[src/sv/scpa_pkg.sv]
`default_nettype none
// ----------------------------------------------------------------------------
// scpa_pkg
// Shared constants, types and codes of the size class pool allocator.
// ----------------------------------------------------------------------------
package scpa_pkg;

  localparam int WORD_BYTES        = 8;
  localparam int CLASS_COUNT       = 16;
  localparam int ARENA_BYTES       = 4096;
  localparam int LARGE_BLOCK_BYTES = 512;

  localparam int OFS_W       = 16;
  localparam int WORD_SHIFT  = $clog2(WORD_BYTES);
  localparam int ARENA_SHIFT = $clog2(ARENA_BYTES);
  localparam int CLS_W       = $clog2(CLASS_COUNT);
  localparam int LINK_AW     = OFS_W - WORD_SHIFT;
  localparam int LINK_W      = OFS_W + 1;
  localparam int REQ_WORDS_W = OFS_W - WORD_SHIFT + 1;
  localparam int LARGE_WORDS = LARGE_BLOCK_BYTES / WORD_BYTES;
  localparam int SIZE_W      = $clog2(LARGE_BLOCK_BYTES + 1);
  localparam int CNT_W       = $clog2(ARENA_BYTES / WORD_BYTES + 1);
  localparam int ACC_W       = SIZE_W + CNT_W + 1;
  localparam int COPY_W      = 10;
  localparam int ACT_W       = 2;

  localparam logic [CLS_W-1:0] TOP_CLASS = CLS_W'(CLASS_COUNT - 1);

  localparam logic [ACT_W-1:0] ACT_ALLOC  = 2'd0;
  localparam logic [ACT_W-1:0] ACT_FREE   = 2'd1;
  localparam logic [ACT_W-1:0] ACT_RESIZE = 2'd2;

  typedef enum logic [2:0] {
    ST_IDLE,
    ST_DEC,
    ST_POP,
    ST_CHK,
    ST_OFS,
    ST_PUSH,
    ST_DONE
  } state_t;

  typedef struct packed {
    logic [ACT_W-1:0] action;
    logic [OFS_W-1:0] request_size;
    logic [OFS_W-1:0] block_offset;
    logic             no_block;
  } req_t;

  typedef struct packed {
    logic [OFS_W-1:0]  result_offset;
    logic              failed;
    logic              moved;
    logic [COPY_W-1:0] copy_length;
  } rsp_t;

  // one multiply-add issue to the shared unit
  typedef struct packed {
    logic              en;
    logic [SIZE_W-1:0] a;
    logic [CNT_W-1:0]  b;
    logic [OFS_W-1:0]  c;
  } alu_req_t;

endpackage
`default_nettype wire

[src/sv/scpa_alu.sv]
`default_nettype none
// ----------------------------------------------------------------------------
// scpa_alu
// Shared multiply-add unit: acc = a * b + c, registered.
// ----------------------------------------------------------------------------
module scpa_alu
  import scpa_pkg::*;
(
  input  wire logic             clk,
  input  wire alu_req_t         op,
  output logic      [ACC_W-1:0] acc
);

  logic [ACC_W-1:0] acc_r;
  logic [ACC_W-1:0] acc_nxt;

  always_comb begin
    acc_nxt = ACC_W'(op.a * op.b) + ACC_W'(op.c);
  end

  always_ff @(posedge clk) begin
    if (op.en) begin
      acc_r <= acc_nxt;
    end
  end

  assign acc = acc_r;

endmodule
`default_nettype wire

[config.mk]
export PLATFORM = sky130hd
export DESIGN_NAME = scpa_alu
export DESIGN_NICKNAME = d
export VERILOG_FILES = /design/src/sv/scpa_pkg.sv /design/src/sv/scpa_alu.sv
export SDC_FILE = /design/constraint.sdc
export NUM_CORES = 1
export LEC_CHECK = 0
export BUFFER_PORTS_ARGS = -buffer_cell sky130_fd_sc_hd__buf_2
export CAP_MARGIN = 20
export CORE_MARGIN = 4
export CORE_UTILIZATION = 61
export DETAILED_ROUTE_END_ITERATION = 16
export GPL_ROUTABILITY_DRIVEN = 0
export GPL_TIMING_DRIVEN = 0
export PLACE_DENSITY = 0.83
export SYNTH_ARGS = -nofsm -noshare
export SYNTH_HDL_FRONTEND = slang
export SYNTH_SLANG_ARGS = --single-unit
[constraint.sdc]
create_clock -name clk -period 6.15 [get_ports clk]
set_clock_uncertainty 0.2 [all_clocks]
set_input_delay 0.3075 -clock clk [delete_from_list [all_inputs] [get_ports clk]]
set_output_delay 0.3075 -clock clk [all_outputs]
set_load 0.03 [all_outputs]
=== Word-level counts from Yosys, hierarchy flattened ===
Cells that the tools add are included.

* Register bits after elaboration: 21
* Bits of input ports: 38
* Output and inout port bits: 21
* Word-level logic and storage cells: 3

* Add/sub/neg operators: 1
* $mul: 1

{| class="wikitable"
|+ Operators by type and width
! operator !! number
|-
| adder 20 x 16 -> 21 bit || 1
|-
| multiplier 10 x 10 -> 20 bit || 1
|}

=== Logic depth before layout (Yosys ltp) ===
* Word-level depth: 2
* Gate-level depth with buffers: 18
* Mapped depth without buffers: 17

=== Worst setup path before layout ===
No wires, ideal clock.

* Path type: input -> register
* From: input op[20] (netlist bit)
* To: register acc_r[18] (netlist: acc[18]), data pin
* Setup time: 259 ps
* Arrival: 4651 ps
* Data required time: 5691 ps
* Setup slack: 1040 ps
* Cell stages on the path: 16
* Buffers on the path: 1
* Path through: clkbuf_1 -> nand2_1 -> fa_1 -> inv_1 -> fa_1 -> fa_1 -> fa_1 -> inv_1 -> fa_1 -> inv_1 -> ha_1 -> a21oi_1 -> o31ai_1 -> a221o_1 -> a31o_2 -> xor2_1

* Cells in the longest elaborated chain, start to end: 2

{| class="wikitable"
|+ RTL lines
! element !! RTL line !! text
|-
| start: declaration || scpa_alu.sv:10 || <nowiki>input wire alu_req_t op,</nowiki>
|-
| multiplier 10 x 10 -> 20 bit || scpa_alu.sv:18 || <nowiki>acc_nxt = ACC_W'(op.a * op.b) + ACC_W'(op.c);</nowiki>
|-
| adder 20 x 16 -> 21 bit || scpa_alu.sv:18 ||
|-
| named net acc_nxt[18] || scpa_alu.sv:15 || <nowiki>logic [ACC_W-1:0] acc_nxt;</nowiki>
|-
| end signal: assignment || scpa_alu.sv:23 || <nowiki>acc_r <= acc_nxt;</nowiki>
|-
| end: declaration || scpa_alu.sv:14 || <nowiki>logic [ACC_W-1:0] acc_r;</nowiki>
|}

The timed path passes the listed nets, and every way through them passes these cells.
A chain may end at the register's enable or synchronous reset.

=== Worst setup path after layout ===
* From: input op[32] (netlist bit)
* To: register acc_r[15] (netlist: acc[15]), data pin

Same word-level chain as after synthesis.

==> flow_summary.toml <==
[pwr]
internal-power_uw = 1260
seq_power_share_pct = 12.7
p_clk_share_pct = 3.3
vdd_ir_drop_max_mv = 0.353
switchingPower_uw = 1340
p_sw_share_pct = 51.6
p_leak_uw = 0.00261
comb_power_share_pct = 84.0
powerDensity_nw_per_um2 = 522

[cells_and_area]
antenna_cells = 0
mostFrequentLayoutCells = "inv_1 (103), fa_1 (79), nand2_1 (62)"
regArea_sq_um = 631
largest_register_ffs = 21
multi_input_area_sq_um = 3520
drive_gt1_share_pct = 10.2
nFillCells = 591
syn2layout_area_growth_pct = 8.02
final_common_cell = "inv_1"
nets = 709

[route]
drc = 0
wl_per_cell_um = 14.5
first_pass_iters = 4
vias = 3479
ant_nets = 0
vias_per_cell = 5.51
finalWirelength_mm = 9.18
drt-initial-drc-count = 113

[timing]
worst_pin_slew_ps = 580
setup_viol = 0
grt_setup_unrepaired = "no"
finalWorstSetupSlack_ps = 754
min_period_ps = 5400
clock.fmax_mhz = 185
tns_ps = 0
finalHoldViolCount = 0
maxSlewHeadroom_pct = 60.9
final_max_slew_viol_count = 0
post-route-period-util_pct = 87.7

[global_routing]
grt_pass1_vias = 3549
grt.total_usage_pct = 22.2
grt_pass1_wl_mm = 15.9
grt_max_degree = 22
overflow = 0
antenna_found_initial = 0

[die]
num_io_pins = 59
start_util_pct = 63.3
die_w_um = 95.0
core_area_sq_um = 7290
fp-row-count = 31
chipHeight_um = 95.0
die-area_sq_um = 9030

[synthesis]
avgSynthCellArea_sq_um = 9.46
synth_ff_type = "edfxtp_1"
synth-edff-count = 21
seq_area_frac_synth_pct = 13.7
syn_inst = 488
synth_async_sr_flop_share_pct = 0
yosys_warnings = 0
syn-num-nets = 664
synth_cell_types = 44
ys_ff_latch = 21
syn_area_sq_um = 4620

[worst_setup_path]
cp-end-kind = "flop"
criticalPathCategory = "in -> reg"
cp.arrival_ps = 5240
crit_path_max_fanout = 10
startpoint_type = "primary input"
cp_data_required_time_ps = 5990
crit_start = "op[32]"

[clock_tree]
holdBufCountCts = 0
clk_root_buffer_cell = "clkbuf_8"
numCtsBuffers = 3
path_clk_slew_ps = 70
clock_sinks = 21
cts_resized = 0
cts_tree = "yes"
post_cts_buffers = 0
cts.path.max_buffers = 2
h-tree-depth = 1

[flow_run]
drv_cap = 0

[min_path]
min_path_cells = 2
holdCritPathClass = "in -> reg"
min_from = "op[0]"

[place]
pre_cts_ws_ps = 556
place_hpwl_mm = 7.90
io_buffers = 40

[status]
status = "finished, final reports clean"
area by class of cell:
type | count | share of cell area (%)
Timing Repair Buffer | 40 | 4.01
Clock inverter | 1 | 0.100
Inverter | 103 | 7.75
Multi-Input combinational cell | 344 | 70.7
Tap cell | 99 | 2.48
Clock buffer | 3 | 0.828
Buffer | 20 | 1.53
Sequential cell | 21 | 12.6
power groups by stage:
stage / combinational [uW] / sequential (uW) / clock, uW
6_report: 2190 / 330 / 86.4
5_1_grt: 2480 / 335 / 97.8
4_1_cts: 2180 / 330 / 88.8
3_5_place_dp: 2170 / 333 / 0
3_3_place_gp: 2110 / 332 / 0
2_1_floorplan: 1590 / 463 / 0
layer usage:
| layer | up-vias | routed length [um] | track usage, % |
|---|---|---|---|
| met5 | - | 0 | 0 |
| met4 | 0 | 89 | 2.40 |
| met3 | 13 | 430 | 2.53 |
| met2 | 111 | 4870 | 39.7 |
| met1 | 1734 | 3790 | 30.1 |
| li1 | 1621 | - | - |
cell usage after synthesis, types with 2 or more instances:
cell type  instances  area, sq um
inv_1            103          387
fa_1              79         1580
nand2_1           62          233
ha_1              59          738
and2_1            45          282
edfxtp_1          21          631
clkbuf_1          19         71.3
a21oi_1           16         80.1
xnor2_1           10         87.6
nor2_1             9         33.8
o21ai_0            7         35.0
a211o_1            5         43.8
a211oi_1           4         30.0
a21o_1             4         30.0
nor3_1             4         20.0
o211ai_1           4         30.0
xor2_1             3         26.3
a31o_2             2         17.5
and3_1             2         12.5
and3_2             2         15.0
nand2b_1           2         12.5
o21bai_1           2         15.0
o31ai_1            2         15.0
or3_1              2         12.5
critical path, stage by stage:
cell and delay (ps):
clkbuf_1 410, and2_1 220, fa_1 440, fa_1 580, fa_1 450, fa_1 550, inv_1 50, fa_1 520
inv_1 40, ha_1 360, a21oi_1 320, o21ai_0 300, a21oi_1 260, nand2_1 80, o311ai_0 330
final timing paths:
kind	slack (ps)	end
worst min-delay path	180	acc[0]
worst max-delay path	750	acc[15]
stage by stage:
step	hold slack [ps]	cell area, sq um	cells	utilization [%]	total power [uW]
2_1_floorplan	220	4620	488	-	2060
3_3_place_gp	430	4940	627	67.8	2440
3_5_place_dp	445	4940	627	67.8	2500
4_1_cts	178	4990	631	68.4	2600
5_1_grt	162	4990	631	68.4	2910
6_report	177	4990	631	68.4	2600
cells by family (layout without fill, tap and decap cells):
kind of cell,after synthesis,after routing,synth area share (%)
xor+xnor,13,13,2.47
simple gates,133,133,14.4
flops,21,21,13.7
compound gates,59,59,9.02
mux,1,1,0.217
buf+inv,123,167,10.0
fa+ha+maj,138,138,50.2
Power figures use the tool's default switching activity.
